<file path="src/hdl/jse_pkg.sv">
`timescale 1ns / 1ps
// Package for the JSON string escaper: word types, operation codes,
// character constants and the work descriptor passed from front to back.
// No dependencies.

package jse_pkg;

    // Operation codes of an input word.
    localparam logic [1:0] OP_OPEN  = 2'd0;
    localparam logic [1:0] OP_DATA  = 2'd1;
    localparam logic [1:0] OP_CLOSE = 2'd2;

    // Characters that the escaper emits or recognizes.
    localparam logic [7:0] CH_BS     = 8'h08;
    localparam logic [7:0] CH_TAB    = 8'h09;
    localparam logic [7:0] CH_LF     = 8'h0A;
    localparam logic [7:0] CH_FF     = 8'h0C;
    localparam logic [7:0] CH_CR     = 8'h0D;
    localparam logic [7:0] CH_SPACE  = 8'h20;
    localparam logic [7:0] CH_QUOTE  = 8'h22;
    localparam logic [7:0] CH_ZERO   = 8'h30;
    localparam logic [7:0] CH_UPPER_A = 8'h41;
    localparam logic [7:0] CH_BSLASH = 8'h5C;
    localparam logic [7:0] CH_LOW_B  = 8'h62;
    localparam logic [7:0] CH_LOW_F  = 8'h66;
    localparam logic [7:0] CH_LOW_N  = 8'h6E;
    localparam logic [7:0] CH_LOW_R  = 8'h72;
    localparam logic [7:0] CH_LOW_T  = 8'h74;
    localparam logic [7:0] CH_LOW_U  = 8'h75;

    // Depth of the descriptor queue between front and back.
    localparam int QUEUE_DEPTH = 4;
    localparam int QUEUE_AW    = $clog2(QUEUE_DEPTH);

    // Input and result words.
    typedef struct packed {
        logic [1:0] op;
        logic [7:0] data_byte;
        logic       block_format;
    } t_in_item;

    typedef struct packed {
        logic [7:0] out_byte;
        logic       last_of_run;
    } t_out_item;

    // How the back end expands one descriptor.
    typedef enum logic [1:0] {
        KIND_PLAIN,   // one byte: chr
        KIND_PAIR,    // backslash, then chr
        KIND_UNICODE  // backslash, u, 0, 0, two hex digits of chr
    } t_kind;

    typedef struct packed {
        t_kind      kind;
        logic [7:0] chr;
    } t_desc;

    // Index of the final output byte for each kind.
    function automatic logic [2:0] last_index(input t_kind kind);
        logic [2:0] idx;
        unique case (kind)
            KIND_PLAIN:   idx = 3'd0;
            KIND_PAIR:    idx = 3'd1;
            KIND_UNICODE: idx = 3'd5;
            default:      idx = 3'd0;
        endcase
        return idx;
    endfunction

    // Uppercase hex digit for a nibble.
    function automatic logic [7:0] hex_char(input logic [3:0] nib);
        logic [7:0] ch;
        if (nib < 4'd10) begin
            ch = CH_ZERO + {4'd0, nib};
        end else begin
            ch = CH_UPPER_A + {4'd0, nib} - 8'd10;
        end
        return ch;
    endfunction

endpackage

</file>
<file path="src/hdl/jse_front.sv">
`timescale 1ns / 1ps
// Front end of the escaper: accepts input words, classifies each one into
// a descriptor and holds the mode register and the block-newline latch.
// Depends on jse_pkg.

module jse_front (
    input  logic              i_clk,
    input  logic              i_rst_n,
    input  logic              i_cfg_wr_en,
    input  logic              i_cfg_wr_data,
    input  logic              i_accept,
    input  jse_pkg::t_in_item i_item,
    output logic              o_desc_valid,
    output jse_pkg::t_desc    o_desc
);
    import jse_pkg::*;

    logic r_multiline_mode;
    logic r_json5_newlines;

    // Mode register and the latch that an open word sets.
    always_ff @(posedge i_clk) begin
        if (!i_rst_n) begin
            r_multiline_mode <= 1'b0;
            r_json5_newlines <= 1'b0;
        end else begin
            if (i_cfg_wr_en) begin
                r_multiline_mode <= i_cfg_wr_data;
            end
            if (i_accept && i_item.op == OP_OPEN) begin
                r_json5_newlines <= r_multiline_mode & i_item.block_format;
            end
        end
    end

    // Classify the accepted word. The unused op code makes no descriptor.
    always_comb begin
        o_desc_valid = i_accept;
        o_desc.kind  = KIND_PLAIN;
        o_desc.chr   = CH_QUOTE;
        unique case (i_item.op)
            OP_OPEN, OP_CLOSE: begin
                o_desc.kind = KIND_PLAIN;
                o_desc.chr  = CH_QUOTE;
            end
            OP_DATA: begin
                o_desc.kind = KIND_PAIR;
                case (i_item.data_byte)
                    CH_BS:     o_desc.chr = CH_LOW_B;
                    CH_TAB:    o_desc.chr = CH_LOW_T;
                    CH_LF:     o_desc.chr = r_json5_newlines ? CH_LF : CH_LOW_N;
                    CH_FF:     o_desc.chr = CH_LOW_F;
                    CH_CR:     o_desc.chr = CH_LOW_R;
                    CH_QUOTE:  o_desc.chr = CH_QUOTE;
                    CH_BSLASH: o_desc.chr = CH_BSLASH;
                    default: begin
                        o_desc.chr  = i_item.data_byte;
                        o_desc.kind = (i_item.data_byte < CH_SPACE) ? KIND_UNICODE
                                                                    : KIND_PLAIN;
                    end
                endcase
            end
            default: begin
                o_desc_valid = 1'b0;
            end
        endcase
    end

endmodule

</file>
<file path="src/hdl/jse_queue.sv">
`timescale 1ns / 1ps
// Short descriptor queue between the front and the back end.
// Show-ahead: the head entry is visible whenever the queue is not empty.
// Depends on jse_pkg.

module jse_queue (
    input  logic           i_clk,
    input  logic           i_rst_n,
    input  logic           i_wr_en,
    input  jse_pkg::t_desc i_wr_desc,
    input  logic           i_rd_en,
    output logic           o_not_empty,
    output logic           o_full,
    output jse_pkg::t_desc o_head
);
    import jse_pkg::*;

    t_desc                r_mem [QUEUE_DEPTH];
    logic [QUEUE_AW-1:0]  r_wr_ptr;
    logic [QUEUE_AW-1:0]  r_rd_ptr;
    logic [QUEUE_AW:0]    r_count;

    assign o_not_empty = (r_count != '0);
    assign o_full      = (r_count == (QUEUE_AW+1)'(QUEUE_DEPTH));
    assign o_head      = r_mem[r_rd_ptr];

    // Storage is written at the tail.
    always_ff @(posedge i_clk) begin
        if (i_wr_en) begin
            r_mem[r_wr_ptr] <= i_wr_desc;
        end
    end

    // Pointers and fill count.
    always_ff @(posedge i_clk) begin
        if (!i_rst_n) begin
            r_wr_ptr <= '0;
            r_rd_ptr <= '0;
            r_count  <= '0;
        end else begin
            if (i_wr_en) begin
                r_wr_ptr <= r_wr_ptr + QUEUE_AW'(1);
            end
            if (i_rd_en) begin
                r_rd_ptr <= r_rd_ptr + QUEUE_AW'(1);
            end
            case ({i_wr_en, i_rd_en})
                2'b10:   r_count <= r_count + (QUEUE_AW+1)'(1);
                2'b01:   r_count <= r_count - (QUEUE_AW+1)'(1);
                default: r_count <= r_count;
            endcase
        end
    end

    // The fill count never passes the depth.
    a_count_bound: assert property (@(posedge i_clk) disable iff (!i_rst_n)
        r_count <= (QUEUE_AW+1)'(QUEUE_DEPTH))
        else $error("queue count above depth");

    // No read from an empty queue.
    a_no_underflow: assert property (@(posedge i_clk) disable iff (!i_rst_n)
        i_rd_en |-> o_not_empty)
        else $error("queue read while empty");

    // No write into a full queue.
    a_no_overflow: assert property (@(posedge i_clk) disable iff (!i_rst_n)
        i_wr_en |-> !o_full)
        else $error("queue write while full");

endmodule

</file>
<file path="src/hdl/jse_back.sv">
`timescale 1ns / 1ps
// Back end of the escaper: expands each descriptor into one to six output
// bytes and holds them in the output register.
// Depends on jse_pkg.

module jse_back (
    input  logic              i_clk,
    input  logic              i_rst_n,
    input  logic              i_q_not_empty,
    input  jse_pkg::t_desc    i_q_head,
    output logic              o_q_rd_en,
    input  logic              i_pop,
    output logic              o_out_valid,
    output jse_pkg::t_out_item o_out_item
);
    import jse_pkg::*;

    logic      r_cur_valid;
    t_desc     r_cur;
    logic [2:0] r_idx;
    logic      r_out_valid;
    t_out_item r_out;

    logic      advance;
    logic      is_last;
    logic      load_cur;
    logic [7:0] cur_byte;

    // One byte leaves the current descriptor when the output register frees up.
    assign advance  = r_cur_valid && (!r_out_valid || i_pop);
    assign is_last  = (r_idx == last_index(r_cur.kind));
    assign load_cur = i_q_not_empty && (!r_cur_valid || (advance && is_last));
    assign o_q_rd_en = load_cur;

    assign o_out_valid = r_out_valid;
    assign o_out_item  = r_out;

    // Byte selection for the current position in the escape.
    always_comb begin
        cur_byte = r_cur.chr;
        case (r_cur.kind)
            KIND_PLAIN: cur_byte = r_cur.chr;
            KIND_PAIR:  cur_byte = (r_idx == 3'd0) ? CH_BSLASH : r_cur.chr;
            KIND_UNICODE: begin
                case (r_idx)
                    3'd0:    cur_byte = CH_BSLASH;
                    3'd1:    cur_byte = CH_LOW_U;
                    3'd2:    cur_byte = CH_ZERO;
                    3'd3:    cur_byte = CH_ZERO;
                    3'd4:    cur_byte = hex_char(r_cur.chr[7:4]);
                    default: cur_byte = hex_char(r_cur.chr[3:0]);
                endcase
            end
            default: cur_byte = r_cur.chr;
        endcase
    end

    // Current descriptor and position within it.
    always_ff @(posedge i_clk) begin
        if (!i_rst_n) begin
            r_cur_valid <= 1'b0;
            r_idx       <= 3'd0;
        end else if (load_cur) begin
            r_cur_valid <= 1'b1;
            r_idx       <= 3'd0;
        end else if (advance) begin
            r_cur_valid <= !is_last;
            r_idx       <= is_last ? 3'd0 : r_idx + 3'd1;
        end
    end

    always_ff @(posedge i_clk) begin
        if (load_cur) begin
            r_cur <= i_q_head;
        end
    end

    // Output register.
    always_ff @(posedge i_clk) begin
        if (!i_rst_n) begin
            r_out_valid <= 1'b0;
        end else if (advance) begin
            r_out_valid <= 1'b1;
        end else if (i_pop) begin
            r_out_valid <= 1'b0;
        end
    end

    always_ff @(posedge i_clk) begin
        if (advance) begin
            r_out.out_byte    <= cur_byte;
            r_out.last_of_run <= is_last;
        end
    end

    // A non-final byte keeps the descriptor in place for the next one.
    a_stay_mid_escape: assert property (@(posedge i_clk) disable iff (!i_rst_n)
        (advance && !is_last) |=> (r_cur_valid && r_idx == $past(r_idx) + 3'd1))
        else $error("escape sequence cut short");

    // The position never runs past the end of the current escape.
    a_idx_bound: assert property (@(posedge i_clk) disable iff (!i_rst_n)
        r_cur_valid |-> (r_idx <= last_index(r_cur.kind)))
        else $error("escape position out of range");

    // An idle back end sits at position zero.
    a_idle_idx: assert property (@(posedge i_clk) disable iff (!i_rst_n)
        !r_cur_valid |-> (r_idx == 3'd0))
        else $error("position nonzero while idle");

endmodule

</file>
<file path="src/hdl/json_string_escaper.sv">
`timescale 1ns / 1ps
// Top level of the JSON string escaper: front classifier, descriptor queue
// and back-end expander. Depends on jse_pkg, jse_front, jse_queue, jse_back.
//
//   channel   | handshake           | word
//   ----------+---------------------+-----------------------------------------
//   input     | push / full         | i_in_item  (op, data_byte, block_format)
//   result    | empty / pop         | o_out_item (out_byte, last_of_run)
//   config    | i_cfg_wr_en         | i_cfg_wr_data (multiline_mode)
//
// A plain byte, quote or open/close word yields one output byte; a two-byte
// escape yields two and a unicode escape six. The back-end expander emits one
// byte per cycle while results are popped; input words enter one per cycle
// while the four-entry descriptor queue has room; full rises when the back
// end is behind. Words pass the queue, current-descriptor and output registers.
// Reset is synchronous and clears the queue, the mode and the newline latch.

module json_string_escaper (
    input  logic                i_clk,
    input  logic                i_rst_n,
    input  logic                i_cfg_wr_en,
    input  logic                i_cfg_wr_data,
    input  logic                push,
    output logic                full,
    input  jse_pkg::t_in_item   i_in_item,
    output logic                empty,
    input  logic                pop,
    output jse_pkg::t_out_item  o_out_item
);
    import jse_pkg::*;

    logic  accept;
    logic  desc_valid;
    t_desc desc;
    logic  q_not_empty;
    logic  q_full;
    logic  q_rd_en;
    t_desc q_head;
    logic  out_valid;

    assign full   = q_full;
    assign accept = push && !q_full;
    assign empty  = !out_valid;

    jse_front u_front (
        .i_clk         (i_clk),
        .i_rst_n       (i_rst_n),
        .i_cfg_wr_en   (i_cfg_wr_en),
        .i_cfg_wr_data (i_cfg_wr_data),
        .i_accept      (accept),
        .i_item        (i_in_item),
        .o_desc_valid  (desc_valid),
        .o_desc        (desc)
    );

    jse_queue u_queue (
        .i_clk       (i_clk),
        .i_rst_n     (i_rst_n),
        .i_wr_en     (desc_valid),
        .i_wr_desc   (desc),
        .i_rd_en     (q_rd_en),
        .o_not_empty (q_not_empty),
        .o_full      (q_full),
        .o_head      (q_head)
    );

    jse_back u_back (
        .i_clk         (i_clk),
        .i_rst_n       (i_rst_n),
        .i_q_not_empty (q_not_empty),
        .i_q_head      (q_head),
        .o_q_rd_en     (q_rd_en),
        .i_pop         (pop && !empty),
        .o_out_valid   (out_valid),
        .o_out_item    (o_out_item)
    );

endmodule

</file>
<file path="config.mk">
export PLATFORM = sky130hd
export DESIGN_NAME = json_string_escaper
export DESIGN_NICKNAME = d
export VERILOG_FILES = /design/src/hdl/jse_pkg.sv /design/src/hdl/jse_front.sv /design/src/hdl/jse_queue.sv /design/src/hdl/jse_back.sv /design/src/hdl/json_string_escaper.sv
export SDC_FILE = /design/constraint.sdc
export NUM_CORES = 1
export LEC_CHECK = 0
export BUFFER_PORTS_ARGS = -buffer_cell sky130_fd_sc_hd__buf_4
export CAP_MARGIN = 20
export CORE_MARGIN = 5
export CORE_UTILIZATION = 31
export CTS_CLUSTER_SIZE = 28
export DETAILED_ROUTE_END_ITERATION = 10
export SLEW_MARGIN = 10
export SYNTH_ARGS = -nofsm -noshare
export SYNTH_HDL_FRONTEND = slang
export SYNTH_SLANG_ARGS = --single-unit
</file>
<file path="constraint.sdc">
create_clock -name i_clk -period 3.4 [get_ports i_clk]
set_input_delay 0.68 -clock i_clk [delete_from_list [all_inputs] [get_ports i_clk]]
set_output_delay 0.68 -clock i_clk [all_outputs]
set_load 0.01 [all_outputs]
</file>
==> results.sh, run 1 <==
export IMPL_ys_flop_type="edfxtp_1"
export IMPL_synth_distinct_cells=50
export IMPL_end_kind="flop"
export IMPL_core_area_um2=10900
export IMPL_drt_total_wl_um=6350
export IMPL_finalSetupTns_ns=0
export IMPL_crit_end="u_queue.r_count[2]"
export IMPL_grt_ovfl_total=0
export IMPL_fin_crit_ns=2.83
export IMPL_yosysSeqAreaShare=0.588
export IMPL_final_area_um2=4110
export IMPL_gp_congestion=0.893
export IMPL_placed_area_um2=3840
export IMPL_r2r_slack_ns=0.57
export IMPL_drtIter0Drc=110
export IMPL_setup_viol=0
export IMPL_wire_per_inst_um=14.1
export IMPL_ys_warn_count=0
export IMPL_dr_pass1_iters=4
export IMPL_r2r_end="u_queue.r_count[2]"
export IMPL_synth_seq_cells=73
export IMPL_drive_gt1_frac=0.186
export IMPL_cts_tree="built"
export IMPL_path_cells="inv_1 > ha_1 > xnor2_1 > o41a_1 > nor2_1 > ha_1 > fa_1 > xnor2_1 > or3_1 > a21oi_1"
export IMPL_die_h_um=116
export IMPL_status="finished clean"
export IMPL_h_tree_depth=3
export IMPL_tightestPinTransition_ns=0.757
export IMPL_power_density_nw_per_um2=791
export IMPL_power_leakage_uw=0.00148
export IMPL_worstSkewPairLatency_ns=0.32
export IMPL_vias=2277
export IMPL_clkSinkCount=73
export IMPL_antenna_found_initial=0
export IMPL_max_freq_ghz=0.354
export IMPL_synth_avg_cell_area_um2=12.7
export IMPL_die_area_um2=13500
export IMPL_die_x_um=116
export IMPL_grt_pass1_vias=2193
export IMPL_antenna_left=0
export IMPL_grt_pass1_wl_um=10400
export IMPL_fin_crit_sh=0.831
export IMPL_crit_path_max_fanout=9
export IMPL_yosys_area_top_type_share=0.508
export IMPL_ctsHoldBuffers=0
export IMPL_finalHoldViolations=0
export IMPL_grt_max_degree=14
export IMPL_crit_path_start_kind="flop"
export IMPL_synthTopCellsByArea="edfxtp_1 (51%), dfxtp_1 (8.0%), mux4_2 (6.5%)"
export IMPL_relSlewSlack=0.495
export IMPL_synth_nets=305
export IMPL_yosysTopAreaCell="edfxtp_1"
export IMPL_hpwlAfterDp_um=4560
export IMPL_drc_errors=0
export IMPL_fin_nets=337
export IMPL_hp_class="flop to flop"
export IMPL_grtUsageTotal=0.0988
export IMPL_synthArstFlopShare=0
export IMPL_vdd_ir_drop_max_uv=316
export IMPL_placementRows=38
export IMPL_synthCells=275
export IMPL_cp_startpoint="u_back.r_cur[8]"
export IMPL_cts_root_buf="clkbuf_16"
export IMPL_crit_required_ns=3.65
export IMPL_slew_viol_final=0
export IMPL_slowest_delay_ns=0.44
export IMPL_synth_most_common_cell="edfxtp_1"
export IMPL_critical_path_class="flop to flop"
export IMPL_syn_area_um2=3490
export IMPL_post_drt_via_cell_ratio=5.04
export IMPL_start_util=0.319
export IMPL_rr_worst_depth=10
export IMPL_crit_reg2reg_launch="u_back.r_cur[8]"
export IMPL_io_pins=28
export IMPL_finClkSkew_ns=0.00822
export IMPL_clk_pin_slew_worst_paths_ns=0.06
export IMPL_fillers=1074
export IMPL_antenna_cells=0
export IMPL_cts_resized=0
export IMPL_synth_commonest_cells="edfxtp_1 (59), o21ai_0 (21), nor2_1 (19), a21oi_1 (15), inv_1 (15)"
export IMPL_post_cts_buffers=0
export IMPL_port_buffers=27
export IMPL_synth_edf_count=59
export IMPL_drv_cap=0
export IMPL_slowest_stage="fa_1"
export IMPL_cts_buffer_depth=2
export IMPL_crit_arrival_ns=3.07
export IMPL_numCtsBuffers=9
export IMPL_syn_to_final_growth_pct=17.8
export IMPL_grt_setup_unrepaired="no"
[worst min-delay path by stage]
stage | end | depth (start not counted) | startpoint | slack [ns]
final | u_front.r_multiline_mode | 2 | u_front.r_multiline_mode | 0.51
after global placement | u_front.r_multiline_mode | 2 | u_front.r_multiline_mode | 0.49
after CTS | u_queue.r_wr_ptr[1] | 2 | u_queue.r_wr_ptr[1] | 0.51
after global routing | u_queue.r_wr_ptr[1] | 2 | u_queue.r_wr_ptr[1] | 0.53
after detailed placement | u_queue.r_wr_ptr[1] | 2 | u_queue.r_wr_ptr[1] | 0.50
after floorplan | u_front.r_multiline_mode | 2 | u_front.r_multiline_mode | 0.46
[report_power, final]
part	switching (µW)	internal, µW
logic	526	479
registers	176	1230
clock network	346	494
[layout by cell type (no fill, tap or decap), types with 10 or more instances in the layout]
| cell type | n |
|---|---|
| a21oi_1 | 15 |
| mux4_2 | 10 |
| nand2_1 | 13 |
| o21ai_0 | 21 |
| buf_4 | 28 |
| edfxtp_1 | 59 |
| dfxtp_1 | 14 |
| inv_1 | 15 |
| ha_1 | 12 |
| nor2_1 | 19 |
[flip-flops by register name, indices dropped and copies added, names as in the netlist]
signal                    flops
u_queue.r_mem                40
u_back.r_cur                 10
u_back.o_out_item             9
u_back.r_idx                  3
u_queue.r_count               3
u_queue.r_rd_ptr              2
u_queue.r_wr_ptr              2
u_back.o_out_valid            1
u_back.r_cur_valid            1
u_front.r_json5_newlines      1
u_front.r_multiline_mode      1
[critical path, delay by kind of cell, from the launching register on]
kind                       cells  cell delay (ns)
xor gates and xnor gates       2             0.41
and+or+nand+nor                2             0.41
DFF                            1             0.35
AOI/OAI and AO/OA              2             0.45
adders and majority gates      3             1.09
buffers and inverters          1             0.05
[metal layers]
| layer | routed length [µm] | vias up | track usage |
|---|---|---|---|
| li1 | - | 1110 | - |
| met1 | 2910 | 1102 | 0.121 |
| met2 | 3090 | 55 | 0.166 |
| met3 | 266 | 10 | 0.0321 |
| met4 | 85 | 0 | 0.0317 |
| met5 | 0 | - | 0 |
[layout make-up]
class | count | area [µm²] | share of cell area
clock inverter | 6 | 42.5 | 0.0103
timing repair buffer | 28 | 210 | 0.0511
inverter | 16 | 60.1 | 0.0146
sequential | 73 | 2050 | 0.499
clock buffer | 10 | 229 | 0.0557
tap | 140 | 175 | 0.0426
multi-input combinational | 179 | 1340 | 0.327
[metrics by stage]
stage	hold WS, ns	total power [µW]	worst slack, ns	instances	util
2_1_floorplan	0.460	2140	0.438	275	-
3_3_place_gp	0.486	2410	0.684	436	0.351
3_5_place_dp	0.495	2440	0.586	436	0.351
4_1_cts	0.508	3280	0.569	452	0.376
5_1_grt	0.533	3470	0.334	452	0.376
6_report	0.508	3250	0.573	452	0.376
[kinds of logic (layout without fill, tap and decap cells)]
group           Yosys count  in the layout  share of synthesized area
compound gates           62             62                      0.111
fa+ha+maj                13             13                     0.0488
xor+xnor                  7              7                     0.0176
simple gates             83             83                      0.132
flops                    73             73                      0.588
mux                      14             14                     0.0760
buf+inv                  23             60                     0.0272
Power figures use the tool's default switching activity.
==> run 2: changes to the inputs <==
Settings changed: ABC_AREA from default to 1.
Clock period 3.4 ns to 2.4 ns, I/O delays scaled along.
==> run 2 against run 1 <==
Sequential cell count unchanged. Critical endpoint unchanged. Fmax increased by 22%. Non-clock buffer count increased by 15. Area after synthesis increased by 5.9%. Wire length increased by 16%. First-iteration DRC count decreased by 17%. Design area increased by 8.9%. Worst setup slack got worse by 0.49 ns. Synthesized cell count increased by 44%. Final cell count increased by 30%.
==> results.sh, run 2 <==
export IMPL_crit_required_ns=2.66
export IMPL_synthCells=395
export IMPL_ys_flop_type="edfxtp_1"
export IMPL_yosysSeqAreaShare=0.555
export IMPL_end_kind="flop"
export IMPL_p_clk_frac=0.231
export IMPL_switching_power_uw=1880
export IMPL_ys_warn_count=0
export IMPL_crit_path_max_fanout=3
export IMPL_max_freq_ghz=0.432
export IMPL_grt_ovfl_total=0
export IMPL_numCtsBuffers=9
export IMPL_post_drt_via_cell_ratio=4.62
export IMPL_place_inst=567
export IMPL_cts_buffer_depth=2
export IMPL_clk_pin_slew_worst_paths_ns=0.06
export IMPL_path_buf_inv=1
export IMPL_setup_viol=0
export IMPL_worstSkewPairLatency_ns=0.33
export IMPL_synthTopCellsByArea="edfxtp_1 (48%), dfxtp_1 (7.6%), nor2_1 (6.6%)"
export IMPL_crit_arrival_ns=2.57
export IMPL_largest_reg_flops=40
export IMPL_r2r_slack_ns=0.09
export IMPL_antenna_left=0
export IMPL_crit_family="adder cells"
export IMPL_cts_root_buf="clkbuf_16"
export IMPL_die_x_um=119
export IMPL_gp_congestion=0.946
export IMPL_grt_pass1_wl_um=12600
export IMPL_crit_path_start_kind="flop"
export IMPL_synth_distinct_cells=35
export IMPL_hold_path_endpoint="u_front.r_multiline_mode"
export IMPL_synthArstFlopShare=0
export IMPL_internal_power_uw=3290
export IMPL_clkSinkCount=73
export IMPL_antenna_cells=0
export IMPL_slew_viol_final=0
export IMPL_drive_gt1_frac=0.206
export IMPL_fin_crit_sh=0.964
export IMPL_grt_setup_unrepaired="yes"
export IMPL_start_util=0.320
export IMPL_placed_area_um2=4130
export IMPL_drtIter0Drc=91
export IMPL_r2r_end="u_queue.r_count[2]"
export IMPL_hpwlAfterDp_um=5420
export IMPL_vias=2719
export IMPL_holdPathStages=2
export IMPL_synth_commonest_cells="nor2_1 (65), edfxtp_1 (59), inv_1 (53), nand2_1 (53), o21ai_0 (37)"
export IMPL_synth_most_common_cell="nor2_1"
export IMPL_cp_common_cell="ha_4"
export IMPL_final_area_um2=4480
export IMPL_synth_avg_cell_area_um2=9.36
export IMPL_io_pins=28
export IMPL_drc_errors=0
export IMPL_fillers=1110
export IMPL_yosys_area_top_type_share=0.479
export IMPL_placementRows=39
export IMPL_fin_crit_ns=2.31
export IMPL_cp_startpoint="u_back.r_cur[9]"
export IMPL_syn_area_um2=3700
export IMPL_drt_total_wl_um=7360
export IMPL_path_cells="ha_4 > xor2_1 > nand3_2 > nand2_2 > nand2_4 > clkinvlp_4 > ha_4 > fa_2 > a21oi_2 > o21a_1 > o21ai_1 > a21oi_1"
export IMPL_regMostFlops="u_queue.r_mem"
export IMPL_vdd_ir_drop_max_uv=370
export IMPL_finClkSkew_ns=0.00338
export IMPL_mostFrequentLayoutCells="nor2_1 (64), edfxtp_1 (59), nand2_1 (52)"
export IMPL_pwr_share_comb=0.389
export IMPL_status="finished clean"
export IMPL_tightestPinTransition_ns=0.654
export IMPL_ctsHoldBuffers=0
export IMPL_power_leakage_uw=0.00195
export IMPL_slowest_stage="edfxtp_1"
export IMPL_min_from="i_cfg_wr_en"
export IMPL_port_buffers=27
export IMPL_crit_reg2reg_launch="u_back.r_cur[9]"
export IMPL_rr_worst_depth=12
export IMPL_die_area_um2=14200
export IMPL_cts_tree="built"
export IMPL_final_common_cell="nor2_1"
export IMPL_relSlewSlack=0.563
export IMPL_wire_per_inst_um=12.5
export IMPL_dr_pass1_iters=4
export IMPL_fin_nets=471
export IMPL_h_tree_depth=3
export IMPL_yosysTopAreaCell="edfxtp_1"
export IMPL_slowest_delay_ns=0.43
export IMPL_power_density_nw_per_um2=1150
export IMPL_synth_seq_cells=73
export IMPL_syn_to_final_growth_pct=21.1
export IMPL_die_h_um=119
export IMPL_antenna_found_initial=0
export IMPL_finalHoldViolations=0
export IMPL_core_area_um2=11600
export IMPL_critical_path_class="flop to flop"
export IMPL_p_sw_frac=0.364
export IMPL_grt_pass1_vias=2683
export IMPL_hp_class="input pin to flop"
export IMPL_drv_cap=0
export IMPL_synth_nets=425
export IMPL_grt_max_degree=23
export IMPL_seq_power_share=0.380
export IMPL_synth_edf_count=59
export IMPL_grtUsageTotal=0.110
export IMPL_worst_path_stages=12
export IMPL_fin_cells=589
[run 2: cell types whose count changed in the layout (fill, tap and decap cells not counted), moves of 7 or more]
cell | before | now
o22ai_1 | 4 | 11
mux4_2 | 10 | 0
nor2_1 | 19 | 64
nand2_1 | 13 | 52
nand2b_1 | 9 | 0
inv_1 | 15 | 50
and2_1 | 7 | 0
buf_4 | 28 | 43
inv_2 | 0 | 7
nand3_1 | 3 | 22
o21ai_0 | 21 | 36
[run 2: final cells by class]
class | instances | area (µm²) | area share
sequential | 73 | 2050 | 0.458
multi-input combinational | 255 | 1420 | 0.318
timing repair buffer | 43 | 323 | 0.0721
clock buffer | 10 | 229 | 0.0512
inverter | 59 | 228 | 0.0509
tap | 143 | 179 | 0.0400
clock inverter | 6 | 43.8 | 0.00978
[run 2: how the worst max path moves through the flow]
stage                                     to  slack (ns)
final                     u_queue.r_count[2]        0.09
after global routing      u_queue.r_count[2]       -0.02
after CTS                 u_queue.r_count[2]        0.02
after detailed placement  u_queue.r_count[2]        0.03
after global placement    u_queue.r_count[2]        0.12
after floorplan           u_queue.r_count[2]       -0.07
[run 2: what timing repair did]
| action | CTS | global route |
|---|---|---|
| gates cloned | 0 | 0 |
| pin swaps | 0 | 6 |
| endpoints found under the setup margin | 1 | 2 |
| buffers inserted | 0 | 6 |
| gates resized for setup | 1 | 8 |
[run 2: kinds of logic after synthesis]
logic type                 synth area share
adders and majority gates            0.0460
AOI/OAI and AO/OA                     0.117
DFF                                   0.555
xor gates and xnor gates            0.00711
and+or+nand+nor                       0.203
buffers and inverters                0.0714
[run 2: per-layer routing]
layer	part of all wire	vias to the layer above	track usage
met5	0	-	0
met4	0.019	0	0.0406
met3	0.047	12	0.0370
met2	0.49	56	0.183
met1	0.44	1237	0.133
li1	-	1414	-
[run 2: power groups by stage]
stage	combinational [µW]	sequential [µW]	clock, µW
6_report	2010	1960	1190
5_1_grt	2290	2010	1290
4_1_cts	1870	1960	1230
3_5_place_dp	1860	1990	0
3_3_place_gp	1840	1980	0
2_1_floorplan	1250	2000	0
[run 2: per-stage QoR]
| step | utilization | TNS (ns) | power, µW | worst slack, ns | hold slack (ns) |
|---|---|---|---|---|---|
| final | 0.387 | 0 | 5170 | 0.0862 | 0.329 |
| after global routing | 0.387 | -0.0210 | 5590 | -0.0210 | 0.322 |
| after CTS | 0.381 | 0 | 5050 | 0.0159 | 0.313 |
| after detailed placement | 0.357 | 0 | 3840 | 0.0254 | 0.477 |
| after global placement | 0.357 | 0 | 3820 | 0.123 | 0.461 |
| after floorplan | - | -0.0664 | 3250 | -0.0664 | 0.429 |
